File: config.mk
export PLATFORM = sky130hd
export DESIGN_NAME = twilight_lamp_intensity_core
export DESIGN_NICKNAME = d
export VERILOG_FILES = /design/src/twl_pkg.sv /design/src/twl_front.sv /design/src/twl_ramp.sv /design/src/twl_div.sv /design/src/twilight_lamp_intensity_core.sv
export SDC_FILE = /design/constraint.sdc
export NUM_CORES = 2
export LEC_CHECK = 0
export BUFFER_PORTS_ARGS = -buffer_cell sky130_fd_sc_hd__buf_4
export CAP_MARGIN = 20
export CORE_MARGIN = 4
export CORE_UTILIZATION = 60
export CTS_CLUSTER_DIAMETER = 200
export DETAILED_ROUTE_END_ITERATION = 8
export GPL_TIMING_DRIVEN = 0
export PLACE_DENSITY = 0.82
export SLEW_MARGIN = 20
export SYNTH_ARGS = -nofsm -noshare
export SYNTH_HDL_FRONTEND = slang
export SYNTH_SLANG_ARGS = --single-unit
File: constraint.sdc
create_clock -name clock -period 6.9 [get_ports clock]
set_clock_uncertainty 0.1 [all_clocks]
set_input_delay 0 -clock clock [delete_from_list [all_inputs] [get_ports clock]]
set_output_delay 0 -clock clock [all_outputs]
set_load 0.01 [all_outputs]
File: src/twl_pkg.sv
// Shared types, widths, constants and the monthly sun table for the twilight lamp core.
// No dependencies; every other file in src imports this package.
package twl_pkg;

   localparam int TIME_W     = 17;   // second of day, also config register width
   localparam int BOUND_W    = 18;   // window bounds after adding a trail
   localparam int MIN_W      = 11;   // minute of day from the sun table
   localparam int NUM_W      = 25;   // 100 * offset, dividend of the ramp
   localparam int QUOT_W     = 8;    // ramp quotient before saturation
   localparam int INT_W      = 7;    // intensity width
   localparam int CSR_IDX_W  = 2;

   localparam int NUM_STAGES = 10;
   localparam int STG_WIN    = 2;
   localparam int STG_RAMP   = 3;
   localparam int RAMP_STAGES = 2;
   localparam int STG_DIV    = 5;
   localparam int DIV_STAGES = 4;
   localparam int STG_OUT    = 9;
   localparam int DIV_STEP   = QUOT_W / DIV_STAGES;

   localparam logic [TIME_W-1:0] SEC_PER_HOUR = TIME_W'(3600);
   localparam logic [TIME_W-1:0] SEC_PER_MIN  = TIME_W'(60);
   localparam logic [INT_W-1:0]  FULL_SCALE   = INT_W'(100);

   localparam logic [3:0] MONTH_MARCH   = 4'd3;
   localparam logic [3:0] MONTH_OCTOBER = 4'd10;
   localparam logic [2:0] WDAY_SUNDAY   = 3'd7;
   localparam logic [4:0] LAST_WEEK_DAY = 5'd24;  // day + 7 > 31
   localparam logic [5:0] MONTH_DAYS    = 6'd31;

   localparam logic [CSR_IDX_W-1:0] CSR_EVENING_LEAD  = 2'd0;
   localparam logic [CSR_IDX_W-1:0] CSR_EVENING_STOP  = 2'd1;
   localparam logic [CSR_IDX_W-1:0] CSR_MORNING_START = 2'd2;
   localparam logic [CSR_IDX_W-1:0] CSR_MORNING_TRAIL = 2'd3;

   localparam logic [TIME_W-1:0] RST_EVENING_LEAD  = TIME_W'(3600);
   localparam logic [TIME_W-1:0] RST_EVENING_STOP  = TIME_W'(82800);
   localparam logic [TIME_W-1:0] RST_MORNING_START = TIME_W'(18000);
   localparam logic [TIME_W-1:0] RST_MORNING_TRAIL = TIME_W'(1800);

   typedef struct packed {
      logic [NUM_W-1:0]   num;
      logic [BOUND_W-1:0] width;
      logic               active;
   } ramp_type;

   typedef struct packed {
      logic [QUOT_W-1:0] quot;
      logic              active;
   } div_out_type;

   // UTC sunset, minute of day; unused month codes read zero
   function automatic logic [MIN_W-1:0] sunset_min(input logic [3:0] month);
      logic [MIN_W-1:0] m;
      case (month)
         4'd1:    m = MIN_W'(15 * 60 + 29);
         4'd2:    m = MIN_W'(16 * 60 + 21);
         4'd3:    m = MIN_W'(17 * 60 + 9);
         4'd4:    m = MIN_W'(18 * 60 + 7);
         4'd5:    m = MIN_W'(18 * 60 + 43);
         4'd6:    m = MIN_W'(19 * 60 + 14);
         4'd7:    m = MIN_W'(19 * 60 + 5);
         4'd8:    m = MIN_W'(18 * 60 + 18);
         4'd9:    m = MIN_W'(17 * 60 + 12);
         4'd10:   m = MIN_W'(16 * 60 + 6);
         4'd11:   m = MIN_W'(15 * 60 + 16);
         4'd12:   m = MIN_W'(15 * 60 + 0);
         default: m = '0;
      endcase
      return m;
   endfunction

   // UTC sunrise, minute of day
   function automatic logic [MIN_W-1:0] sunrise_min(input logic [3:0] month);
      logic [MIN_W-1:0] m;
      case (month)
         4'd1:    m = MIN_W'(5 * 60 + 54);
         4'd2:    m = MIN_W'(6 * 60 + 12);
         4'd3:    m = MIN_W'(5 * 60 + 13);
         4'd4:    m = MIN_W'(4 * 60 + 6);
         4'd5:    m = MIN_W'(3 * 60 + 14);
         4'd6:    m = MIN_W'(2 * 60 + 52);
         4'd7:    m = MIN_W'(3 * 60 + 11);
         4'd8:    m = MIN_W'(3 * 60 + 53);
         4'd9:    m = MIN_W'(4 * 60 + 40);
         4'd10:   m = MIN_W'(5 * 60 + 26);
         4'd11:   m = MIN_W'(6 * 60 + 17);
         4'd12:   m = MIN_W'(6 * 60 + 55);
         default: m = '0;
      endcase
      return m;
   endfunction

endpackage

File: src/twl_front.sv
// Front stages: time of day, summer-time decision, sun table lookup, local sun times.
// Depends on twl_pkg.
module twl_front import twl_pkg::*; (
   input  logic              clock,
   input  logic [1:0]        en,
   input  logic [3:0]        month,
   input  logic [4:0]        day_of_month,
   input  logic [2:0]        week_day,
   input  logic [4:0]        hour,
   input  logic [5:0]        minute,
   input  logic [5:0]        second,
   output logic [TIME_W-1:0] tod,
   output logic [TIME_W-1:0] sunset_s,
   output logic [TIME_W-1:0] sunrise_s
);

   logic [TIME_W-1:0] tod_in, tod1_ff, tod2_ff;
   logic              summer_in, summer_ff;
   logic [MIN_W-1:0]  set_min_in, set_min_ff, rise_min_in, rise_min_ff;
   logic [TIME_W-1:0] shift;
   logic [TIME_W-1:0] sunset_in, sunset_ff, sunrise_in, sunrise_ff;
   logic [5:0]        cross_sum;
   logic              crosses, late;

   always_comb begin
      tod_in = TIME_W'(hour) * SEC_PER_HOUR + TIME_W'(minute) * SEC_PER_MIN
               + TIME_W'(second);

      // Last Sunday of the month already passed, or falls today when Sunday
      cross_sum = 6'(3'(WDAY_SUNDAY - week_day)) + 6'(day_of_month);
      crosses   = cross_sum > MONTH_DAYS;
      late      = day_of_month > LAST_WEEK_DAY;

      if (month < MONTH_MARCH || month > MONTH_OCTOBER) begin
         summer_in = 1'b0;
      end else if (month > MONTH_MARCH && month < MONTH_OCTOBER) begin
         summer_in = 1'b1;
      end else if (month == MONTH_MARCH) begin
         summer_in = crosses || (week_day == WDAY_SUNDAY && late);
      end else begin
         summer_in = !crosses && (week_day != WDAY_SUNDAY || !late);
      end

      set_min_in  = sunset_min(month);
      rise_min_in = sunrise_min(month);
   end

   always_ff @(posedge clock) begin
      if (en[0]) begin
         tod1_ff     <= tod_in;
         summer_ff   <= summer_in;
         set_min_ff  <= set_min_in;
         rise_min_ff <= rise_min_in;
      end
   end

   // UTC+1, one more hour in summer
   always_comb begin
      shift      = summer_ff ? TIME_W'(2 * 3600) : SEC_PER_HOUR;
      sunset_in  = TIME_W'(set_min_ff) * SEC_PER_MIN + shift;
      sunrise_in = TIME_W'(rise_min_ff) * SEC_PER_MIN + shift;
   end

   always_ff @(posedge clock) begin
      if (en[1]) begin
         tod2_ff    <= tod1_ff;
         sunset_ff  <= sunset_in;
         sunrise_ff <= sunrise_in;
      end
   end

   assign tod       = tod2_ff;
   assign sunset_s  = sunset_ff;
   assign sunrise_s = sunrise_ff;

endmodule

File: src/twl_ramp.sv
// Ramp setup for one window: peak, half width, offset and scaled dividend.
// Depends on twl_pkg.
module twl_ramp import twl_pkg::*; (
   input  logic                   clock,
   input  logic [RAMP_STAGES-1:0] en,
   input  logic [TIME_W-1:0]      tod,
   input  logic [BOUND_W-1:0]     win_start,
   input  logic [BOUND_W-1:0]     win_end,
   input  logic                   win_ok,
   output ramp_type               ramp
);

   logic [BOUND_W-1:0] t_ext, mid, width_in, width_ff, x_in, x_ff;
   logic               rising, falling, active_in, active_ff;
   ramp_type           ramp_in, ramp_ff;

   always_comb begin
      t_ext     = BOUND_W'(tod);
      mid       = (win_end >> 1) + (win_start >> 1);
      width_in  = mid - win_start;
      rising    = t_ext > win_start && t_ext < mid;
      falling   = t_ext > mid && t_ext < win_end;
      x_in      = rising ? t_ext - win_start : win_end - t_ext;
      active_in = win_ok && mid > win_start && (rising || falling);
   end

   always_ff @(posedge clock) begin
      if (en[0]) begin
         width_ff  <= width_in;
         x_ff      <= x_in;
         active_ff <= active_in;
      end
   end

   // Scale by 100; zero the dividend outside the window
   always_comb begin
      ramp_in.num    = active_ff ? NUM_W'(x_ff) * NUM_W'(FULL_SCALE) : '0;
      ramp_in.width  = width_ff;
      ramp_in.active = active_ff;
   end

   always_ff @(posedge clock) begin
      if (en[1]) begin
         ramp_ff <= ramp_in;
      end
   end

   assign ramp = ramp_ff;

endmodule

File: src/twl_div.sv
// Pipelined restoring divider for the ramp, two quotient bits per stage.
// Depends on twl_pkg; the quotient is known to stay below 2**QUOT_W.
module twl_div import twl_pkg::*; (
   input  logic                  clock,
   input  logic [DIV_STAGES-1:0] en,
   input  ramp_type              ramp,
   output div_out_type           result
);

   logic [NUM_W-1:0]   rem_ff   [DIV_STAGES];
   logic [QUOT_W-1:0]  quot_ff  [DIV_STAGES];
   logic [BOUND_W-1:0] width_ff [DIV_STAGES];
   logic               act_ff   [DIV_STAGES];

   for (genvar j = 0; j < DIV_STAGES; j++) begin : g_stage
      logic [NUM_W-1:0]   rem_src, rem_in, dvs;
      logic [QUOT_W-1:0]  quot_src, quot_in;
      logic [BOUND_W-1:0] width_src;
      logic               act_src;

      if (j == 0) begin : g_first
         assign rem_src   = ramp.num;
         assign quot_src  = '0;
         assign width_src = ramp.width;
         assign act_src   = ramp.active;
      end else begin : g_next
         assign rem_src   = rem_ff[j-1];
         assign quot_src  = quot_ff[j-1];
         assign width_src = width_ff[j-1];
         assign act_src   = act_ff[j-1];
      end

      always_comb begin
         rem_in  = rem_src;
         quot_in = quot_src;
         dvs     = '0;
         for (int b = 0; b < DIV_STEP; b++) begin
            dvs = NUM_W'(width_src) << (QUOT_W - 1 - DIV_STEP * j - b);
            if (rem_in >= dvs) begin
               rem_in  = rem_in - dvs;
               quot_in = {quot_in[QUOT_W-2:0], 1'b1};
            end else begin
               quot_in = {quot_in[QUOT_W-2:0], 1'b0};
            end
         end
      end

      always_ff @(posedge clock) begin
         if (en[j]) begin
            rem_ff[j]   <= rem_in;
            quot_ff[j]  <= quot_in;
            width_ff[j] <= width_src;
            act_ff[j]   <= act_src;
         end
      end
   end

   assign result.quot   = quot_ff[DIV_STAGES-1];
   assign result.active = act_ff[DIV_STAGES-1];

endmodule

File: src/twilight_lamp_intensity_core.sv
// Top level of the twilight lamp intensity core: config registers, pipeline control,
// window bounds and final selection. Depends on twl_pkg, twl_front, twl_ramp, twl_div.
//
// Usage:
//   Request channel (req_*): one item is a date (month, day, weekday) and a local
//   standard time of day. Result channel (rsp_*): one item per request, the lamp
//   intensity 0..100, in request order.
//   Config channel (csr_*): always ready; index 0 evening lead, 1 evening stop,
//   2 morning start, 3 morning trail, 17 bits each. Write only while idle.
//   Pipeline: ten register stages; the edge that accepts an item loads the first
//   stage, and rsp_valid rises when it reaches the last. Throughput: one item per
//   cycle while rsp_ready holds, set by the pipeline itself; the two ramp divisions
//   run in four divider stages of two quotient bits each, one divider per window.
//   Reset (synchronous, active high) empties the pipeline and loads the default
//   windows: lead 3600 s, stop 82800 s, start 18000 s, trail 1800 s.
//   When the receiver stalls, the result holds in the output register and each
//   stage keeps accepting while a bubble lies ahead of it, so req_ready drops
//   only once every stage holds an item.
module twilight_lamp_intensity_core import twl_pkg::*; (
   input  logic                 clock,
   input  logic                 reset,
   input  logic                 req_valid,
   output logic                 req_ready,
   input  logic [3:0]           req_month,
   input  logic [4:0]           req_day_of_month,
   input  logic [2:0]           req_week_day,
   input  logic [4:0]           req_hour,
   input  logic [5:0]           req_minute,
   input  logic [5:0]           req_second,
   output logic                 rsp_valid,
   input  logic                 rsp_ready,
   output logic [INT_W-1:0]     rsp_intensity,
   input  logic                 csr_valid,
   output logic                 csr_ready,
   input  logic [CSR_IDX_W-1:0] csr_index,
   input  logic [TIME_W-1:0]    csr_wdata
);

   // Config registers
   logic [TIME_W-1:0] eve_lead_ff, eve_stop_ff, mor_start_ff, mor_trail_ff;

   // Pipeline control: one valid bit per stage, enable ripples back from output
   logic [NUM_STAGES-1:0] valid_ff, valid_in, en;

   // Stage datapath
   logic [TIME_W-1:0]  tod2, sunset_s, sunrise_s;
   logic [TIME_W-1:0]  tod3_in, tod3_ff, eve_start_in, eve_start_ff;
   logic               eve_ok_in, eve_ok_ff, mor_ok_in, mor_ok_ff;
   logic [BOUND_W-1:0] mor_end_in, mor_end_ff;
   ramp_type           eve_ramp, mor_ramp;
   div_out_type        eve_div, mor_div;
   logic [INT_W-1:0]   eve_val, mor_val, out_in, out_ff;

   assign csr_ready = 1'b1;

   always_ff @(posedge clock) begin
      if (reset) begin
         eve_lead_ff  <= RST_EVENING_LEAD;
         eve_stop_ff  <= RST_EVENING_STOP;
         mor_start_ff <= RST_MORNING_START;
         mor_trail_ff <= RST_MORNING_TRAIL;
      end else if (csr_valid) begin
         unique case (csr_index)
            CSR_EVENING_LEAD:  eve_lead_ff  <= csr_wdata;
            CSR_EVENING_STOP:  eve_stop_ff  <= csr_wdata;
            CSR_MORNING_START: mor_start_ff <= csr_wdata;
            CSR_MORNING_TRAIL: mor_trail_ff <= csr_wdata;
            default: ;
         endcase
      end
   end

   // A stage loads when it is empty or the stage after it moves
   always_comb begin
      en[NUM_STAGES-1] = !valid_ff[NUM_STAGES-1] || rsp_ready;
      for (int i = NUM_STAGES - 2; i >= 0; i--) begin
         en[i] = !valid_ff[i] || en[i+1];
      end
      valid_in[0] = en[0] ? req_valid : valid_ff[0];
      for (int i = 1; i < NUM_STAGES; i++) begin
         valid_in[i] = en[i] ? valid_ff[i-1] : valid_ff[i];
      end
   end

   always_ff @(posedge clock) begin
      if (reset) begin
         valid_ff <= '0;
      end else begin
         valid_ff <= valid_in;
      end
   end

   assign req_ready = en[0];

   twl_front u_front (
      .clock        (clock),
      .en           (en[STG_WIN-1:0]),
      .month        (req_month),
      .day_of_month (req_day_of_month),
      .week_day     (req_week_day),
      .hour         (req_hour),
      .minute       (req_minute),
      .second       (req_second),
      .tod          (tod2),
      .sunset_s     (sunset_s),
      .sunrise_s    (sunrise_s)
   );

   // Window bounds: evening opens lead seconds before sunset and drops if that
   // underflows or stop is not after it; morning closes trail seconds after sunrise.
   always_comb begin
      tod3_in      = tod2;
      eve_start_in = sunset_s - eve_lead_ff;
      eve_ok_in    = eve_lead_ff <= sunset_s && eve_stop_ff > eve_start_in;
      mor_end_in   = BOUND_W'(sunrise_s) + BOUND_W'(mor_trail_ff);
      mor_ok_in    = mor_end_in > BOUND_W'(mor_start_ff);
   end

   always_ff @(posedge clock) begin
      if (en[STG_WIN]) begin
         tod3_ff      <= tod3_in;
         eve_start_ff <= eve_start_in;
         eve_ok_ff    <= eve_ok_in;
         mor_end_ff   <= mor_end_in;
         mor_ok_ff    <= mor_ok_in;
      end
   end

   twl_ramp u_eve_ramp (
      .clock     (clock),
      .en        (en[STG_DIV-1:STG_RAMP]),
      .tod       (tod3_ff),
      .win_start (BOUND_W'(eve_start_ff)),
      .win_end   (BOUND_W'(eve_stop_ff)),
      .win_ok    (eve_ok_ff),
      .ramp      (eve_ramp)
   );

   twl_ramp u_mor_ramp (
      .clock     (clock),
      .en        (en[STG_DIV-1:STG_RAMP]),
      .tod       (tod3_ff),
      .win_start (BOUND_W'(mor_start_ff)),
      .win_end   (mor_end_ff),
      .win_ok    (mor_ok_ff),
      .ramp      (mor_ramp)
   );

   twl_div u_eve_div (
      .clock  (clock),
      .en     (en[STG_OUT-1:STG_DIV]),
      .ramp   (eve_ramp),
      .result (eve_div)
   );

   twl_div u_mor_div (
      .clock  (clock),
      .en     (en[STG_OUT-1:STG_DIV]),
      .ramp   (mor_ramp),
      .result (mor_div)
   );

   // Saturate the falling half at full scale; fall back to morning when the
   // evening ramp gives nothing.
   always_comb begin
      eve_val = '0;
      mor_val = '0;
      if (eve_div.active) begin
         eve_val = (eve_div.quot > QUOT_W'(FULL_SCALE)) ? FULL_SCALE
                                                         : INT_W'(eve_div.quot);
      end
      if (mor_div.active) begin
         mor_val = (mor_div.quot > QUOT_W'(FULL_SCALE)) ? FULL_SCALE
                                                         : INT_W'(mor_div.quot);
      end
      out_in = (eve_val != '0) ? eve_val : mor_val;
   end

   always_ff @(posedge clock) begin
      if (en[STG_OUT]) begin
         out_ff <= out_in;
      end
   end

   assign rsp_valid     = valid_ff[STG_OUT];
   assign rsp_intensity = out_ff;

endmodule
After elaboration in Yosys (flattened, before gate mapping)
Memories as Yosys holds them, arrays and structs flattened. A register that Yosys moved wholly into a read port is not among the register bits.
Index checks and enable logic that the tools add are counted.
Cells by class
  equality and inequality tests: 6
  add/sub/neg operators: 32
  multiplexer cells: 50
  reduce and logical (&&, ||, !) cells: 45
  $lt $le $gt $ge: 37
  multipliers: 6
Operator list (number)
  25-bit 2-to-1 mux: 16
  18-bit by 17-bit greater-than comparator with 1-bit output: 3
  17-bit by 18-bit less-than comparator with 1-bit output: 3
  17-bit by 17-bit subtractor with 18-bit output: 3
  18-bit by 17-bit subtractor with 18-bit output: 3
  17-bit greater-than comparator: 3
  25-bit by 18-bit greater-or-equal comparator with 1-bit output: 2
  25-bit by 19-bit greater-or-equal comparator with 1-bit output: 2
  25-bit by 20-bit greater-or-equal comparator with 1-bit output: 2
  25-bit by 21-bit greater-or-equal comparator with 1-bit output: 2
  25-bit by 22-bit greater-or-equal comparator with 1-bit output: 2
  25-bit by 23-bit greater-or-equal comparator with 1-bit output: 2
  25-bit by 24-bit greater-or-equal comparator with 1-bit output: 2
  25-bit greater-or-equal comparator: 2
  25-bit by 18-bit subtractor with 25-bit output: 2
  25-bit by 19-bit subtractor with 25-bit output: 2
  25-bit by 20-bit subtractor with 25-bit output: 2
  25-bit by 21-bit subtractor with 25-bit output: 2
  25-bit by 22-bit subtractor with 25-bit output: 2
  25-bit by 23-bit subtractor with 25-bit output: 2
  25-bit by 24-bit subtractor with 25-bit output: 2
  25-bit subtractor: 2
  18-bit by 5-bit multiplier with 23-bit output, second input constant: 2
  17-bit by 18-bit greater-than comparator with 1-bit output: 2
  other kinds (36): 109
Word-level totals
  input port bits: 53
  memory bits (read-only): 320
  bits in writable memories: 416
  register bits after elaboration: 381
  word-level logic and storage cells: 226
  memories kept: 10
Memory list
  (name not given): words 16, bits a word 11, rd ports 1, clocked after memory_dff 1, write ports 0, line twl_pkg.sv:56  | case (month)
  (name not given): words 16, bits a word 9, rd ports 1, clocked after memory_dff 1, write ports 0, line twl_pkg.sv:77  | case (month)
  u_eve_div.rem_ff: words 4, bits a word 25, rd ports 3, clocked after memory_dff 0, write ports 4, line twl_div.sv:10  | logic [NUM_W-1:0] rem_ff [DIV_STAGES];
  u_mor_div.rem_ff: words 4, bits a word 25, rd ports 3, clocked after memory_dff 0, write ports 4, line twl_div.sv:10
  u_eve_div.width_ff: words 4, bits a word 18, rd ports 3, clocked after memory_dff 0, write ports 4, line twl_div.sv:12  | logic [BOUND_W-1:0] width_ff [DIV_STAGES];
  u_mor_div.width_ff: words 4, bits a word 18, rd ports 3, clocked after memory_dff 0, write ports 4, line twl_div.sv:12
  4 more memories

Longest topological paths before layout
  word-level depth: 11
  depth in mapped cells: 29
  depth with buffers taken out: 25

Modules after synthesis
Synthesis repeated with hierarchy kept, for this count alone.
Second synthesis, totals
  cells, all modules: 5914
  area total of the unflattened synthesis: 57806.7 sq um
By module, submodules not included
  twl_div (u_mor_div): sequential area each 4594.4 sq um, cells an instance 1375, area each 13420.4 sq um, times used 1
  twl_div (u_eve_div): sequential area each 4594.4 sq um, cells an instance 1385, area each 13401.6 sq um, times used 1
  twl_ramp (u_mor_ramp): sequential area each 2372.3 sq um, cells an instance 863, area each 8255.4 sq um, times used 1
  twl_ramp (u_eve_ramp): sequential area each 2372.3 sq um, cells an instance 871, area each 8245.4 sq um, times used 1
  twilight_lamp_intensity_core: sequential area each 3393.3 sq um, cells an instance 786, area each 7360.8 sq um, times used 1
  twl_front: sequential area each 2522.4 sq um, cells an instance 634, area each 7123.1 sq um, times used 1

Least setup slack after synthesis
OpenSTA, ideal clock, no wires.
  path kind: flip-flop to flip-flop
  from: register valid_ff[9]
  to: register u_front.rise_min_ff[0], enable pin
  cell stages (with the launch flop): 7
  data required time: 6.073 ns
  clock period less this slack: 6.091 ns
  slack: 0.809 ns
  arrival time: 5.264 ns
  path through: dfxtp_1 > nor2b_1 > and3_1 > and2_1 > nand3_1 > nor2_1 > nand4_1
Between the ends
  cells in the longest elaborated chain, start to end: 11
Ends and longest elaborated chain
  start: declaration: line twilight_lamp_intensity_core.sv:43  | logic [NUM_STAGES-1:0] valid_ff, valid_in, en;
  start signal: assignment: line twilight_lamp_intensity_core.sv:89  | valid_ff <= valid_in;
  1-bit logical NOT: line twilight_lamp_intensity_core.sv:75  | en[NUM_STAGES-1] = !valid_ff[NUM_STAGES-1] || rsp_ready;
  1-bit logical OR: line twilight_lamp_intensity_core.sv:75
  1-bit logical OR (5 in a row): line twilight_lamp_intensity_core.sv:77  | en[i] = !valid_ff[i] || en[i+1];
  named net en[4]: line twilight_lamp_intensity_core.sv:43
  1-bit logical OR (4 in a row): line twilight_lamp_intensity_core.sv:77
  named net req_ready: line twilight_lamp_intensity_core.sv:23  | output logic req_ready,
  end: declaration: line twl_front.sv:19  | logic [MIN_W-1:0] set_min_in, set_min_ff, rise_min_in, rise_min_ff;
The timed path passes the listed nets, and every way through them passes these cells.
A chain may end at the register's enable or synchronous reset.

==> results.py <==
metrics = {
    "die": {
        "placementRows": 110,
        "initial_core_util_pct": 60.55,
        "pin_count": 63,
        "core_area_sq_um": 90010,
        "die_area_sq_um": 95720,
        "die_w_um": 309.4,
        "chipHeight_um": 309.4,
    },
    "yosys": {
        "synth_seq_area_share_pct": 35.76,
        "synth_edf_count": 597,
        "synth_top_family_by_area": "adder cells",
        "postSynth.asyncResetShare_pct": 0,
        "synth_compound_area_share_pct": 16.03,
        "synthMuxAreaShare_pct": 3.104,
        "synth_fa_ha_area_share_pct": 20.38,
        "ys_ff_latch": 675,
        "synth_cells": 5603,
        "synth_ff_type": "edfxtp_1",
        "yosys.area_share.simple_pct": 12.70,
        "syn_nets": 6486,
        "yosysTopAreaCellShare_pct": 32.89,
        "synth_xor_area_share_pct": 7.039,
        "yosysTopAreaCell": "edfxtp_1",
        "synthTopCellsByArea": "edfxtp_1 33%, ha_1 17%, xnor2_1 4.7%",
        "netlist_area_sq_um": 54500,
        "syn_avg_cell_area_sq_um": 9.727,
        "synth.distinct_cells": 97,
        "synth_warnings": 0,
    },
    "place": {
        "hpwlAfterDp_mm": 102.2,
        "place.gp.congestion": 1.001,
        "place_ws_ns": -0.1402,
        "port_buffers": 57,
    },
    "worst_setup_path": {
        "start_kind": "flop",
        "r2r_end": "u_mor_div.rem_ff[2][15]$_DFFE_PP_",
        "worst_ep_arrival_time_ns": 6.87,
        "r2r_start": "u_mor_div.width_ff[1][10]$_DFFE_PP_",
        "endpoint_kind": "flop",
        "cp_max_fo": 10,
        "crit_type": "reg -> reg",
        "r2r_cells": 24,
        "worstPathRequired_ns": 7.17,
        "ff2ff_setup_slack_ns": 0.30,
    },
    "global_routing": {
        "grt_max_degree": 55,
        "grt_usage_pct": 26.62,
        "grt_pass1_wl_mm": 207.0,
        "grt_overflow": 0,
        "antenna_found_initial": 0,
        "grt_pass1_vias": 41980,
    },
    "clocking": {
        "clk-insertion-delay-late_ns": 0.62,
        "clk_pin_slew_ns": 0.06,
        "root_buffer": "clkbuf_16",
        "cts_tree": "built",
        "h-tree-depth": 3,
        "cts_buffers": 76,
        "cts_max_path_buffers": 3,
        "clock_sinks": 675,
    },
    "final_layout": {
        "fin_util_pct": 66.45,
        "nets": 6692,
        "drive_above_1_share_pct": 6.847,
        "antenna_cells": 0,
        "syn_to_final_growth_pct": 9.743,
    },
    "min_path": {
        "hold_end": "u_front.tod1_ff[10]$_DFFE_PP_",
        "hp-class": "in -> reg",
        "min_from": "req_hour[1]",
        "whs_path_depth": 5,
    },
    "sta": {
        "hold_slack_ns": 0.09297,
        "report.final.slew_viol_count": 0,
        "setup_viol": 0,
        "slew_headroom_pct": 39.15,
        "finalHoldViolations": 0,
        "post-route-min-period_ns": 6.600,
        "clock.fmax_mhz": 151.5,
        "rsz0062_at_grt": "false",
        "tns_ns": 0,
        "tightestPinTransition_ns": 0.9073,
        "fin_crit_sh_pct": 95.65,
        "setup_ws_ns": 0.3000,
    },
    "drt": {
        "dr.pass1.iters": 5,
        "finalWirelength_mm": 128.0,
        "via_per_inst": 5.914,
        "ant_nets": 0,
        "detail_route.wl_per_cell_um": 18.17,
        "vias": 41680,
        "drtIter0Drc": 2724,
        "route.detailed.drc": 0,
    },
    "flow_run": {
        "cap_viol_max_count": 0,
    },
    "outcome": {
        "outcome": "finished, final reports clean",
    },
}
[cell families after synthesis]
family                   Yosys count
AND/OR/NAND/NOR                 1419
AO/OA/AOI/OAI                   1388
adder cells (fa/ha/maj)          830
buffers and inverters            700
flip-flops                       675
XOR/XNOR                         438
multiplexers                     151
other                              2
[cell type report]
class,instances,area (sq um)
buffer,88,422.9
clock buffer,103,2170
clock inverter,37,407.9
fill,6912,30200
inverter,610,2297
multi-input combinational,4228,32350
sequential,675,19490
tap,1176,1471
timing repair buffer,130,1202
[layout by cell type (no fill, tap or decap), drive strengths merged, types with 145 or more instances in the layout]
master and instances:
a21o 197, a21oi 459, clkbuf 161, edfxtp 597, ha 734, inv 613
nand2 438, nor2 329, o21ai 312, xnor2 293, xor2 145
[worst max path at each step]
stage	startpoint	endpoint	slack (ns)	cells past startpoint
finish	u_mor_div.width_ff[1][10]$_DFFE_PP_	u_mor_div.rem_ff[2][15]$_DFFE_PP_	0.30	24
global route	u_mor_div.width_ff[1][10]$_DFFE_PP_	u_mor_div.rem_ff[2][15]$_DFFE_PP_	0.01	24
CTS	u_eve_ramp.ramp[1]$_DFFE_PP_	u_eve_div.rem_ff[0][19]$_DFFE_PP_	0.03	26
detailed placement	u_mor_div.rem_ff[1][3]$_DFFE_PP_	u_mor_div.rem_ff[2][18]$_DFFE_PP_	-0.14	24
global placement	valid_ff[9]$_SDFFE_PP0P_	u_front.tod1_ff[1]$_DFFE_PP_	-1.52	6
floorplan	valid_ff[9]$_SDFFE_PP0P_	u_front.rise_min_ff[0]$_DFFE_PP_	0.81	6
[layer usage]
metal	part of all wire [%]	vias to the layer above	routed length, um	global-route usage (%)
met5	0	-	0	0
met4	6.1	0	7796	14.73
met3	4.2	417	5338	2.683
met2	49	1178	63340	48.17
met1	40	19480	51560	31.08
li1	-	20600	-	-
[repair_timing]
action | in CTS | in global routing
endpoints found under the setup margin | 21 | 60
resized for setup | 2 | 8
hold buffers | 61 | 0
setup buffers | 0 | 4
hold endpoints to repair | 109 | 0
[critical path, cell delays in order (launching register included)]
cell,delay (ns)
edfxtp_1,0.37
inv_1,0.08
ha_1,0.27
clkbuf_1,0.24
and4_1,0.35
nand4_1,0.28
o31a_1,0.33
and2_1,0.16
o21ai_2,0.11
buf_2,0.32
clkbuf_2,0.31
nand2_1,0.08
o21ai_1,0.20
inv_1,0.08
ha_1,0.29
nor2b_1,0.17
o31ai_4,0.20
a21oi_1,0.15
or4_1,0.55
a41oi_2,0.29
o21ai_0,0.22
nor3b_2,0.34
nand4_4,0.27
buf_6,0.26
mux2_4,0.30
[synthesized netlist by cell type, drive strengths merged, types with 9 or more instances]
master,number
edfxtp,597
xor2,145
or4,13
and3,35
mux2i,31
nand2b,63
a211oi,38
a21oi,459
dfxtp,78
mux2,120
nor2b,67
inv,610
ha,734
nand2,438
o22ai,9
a211o,12
xnor2,293
o21a,61
and4,10
or2,31
nor3,100
clkbuf,58
o31ai,33
a21o,197
o21ai,312
nor2,329
o41ai,10
nand3b,28
nor4,30
nor3b,10
o21bai,62
a221oi,9
and2,53
buf,32
nand3,90
fa,96
or3,35
o211ai,33
a21boi,16
a31oi,35
nand4,71
[state kept, by name, summed over array words and instances (netlist names), 18 cells and up]
name	flops
mor_end_ff	18
u_eve_div.quot_ff	20
u_eve_div.rem_ff	69
u_eve_div.width_ff	54
u_eve_ramp.ramp	42
u_eve_ramp.width_ff	18
u_eve_ramp.x_ff	18
u_mor_div.quot_ff	20
u_mor_div.rem_ff	69
u_mor_div.width_ff	54
u_mor_ramp.ramp	42
u_mor_ramp.width_ff	18
u_mor_ramp.x_ff	18
[stage by stage]
step | instance area (sq um) | cells
after floorplan | 54500 | 5603
after global placement | 56400 | 6836
after detailed placement | 56580 | 6844
after CTS | 59770 | 7045
after global routing | 59810 | 7047
final | 59810 | 7047
Power is left out: the tool's default activity adds up to more than one toggle a clock period on the data nets, which glitch-free logic cannot reach.
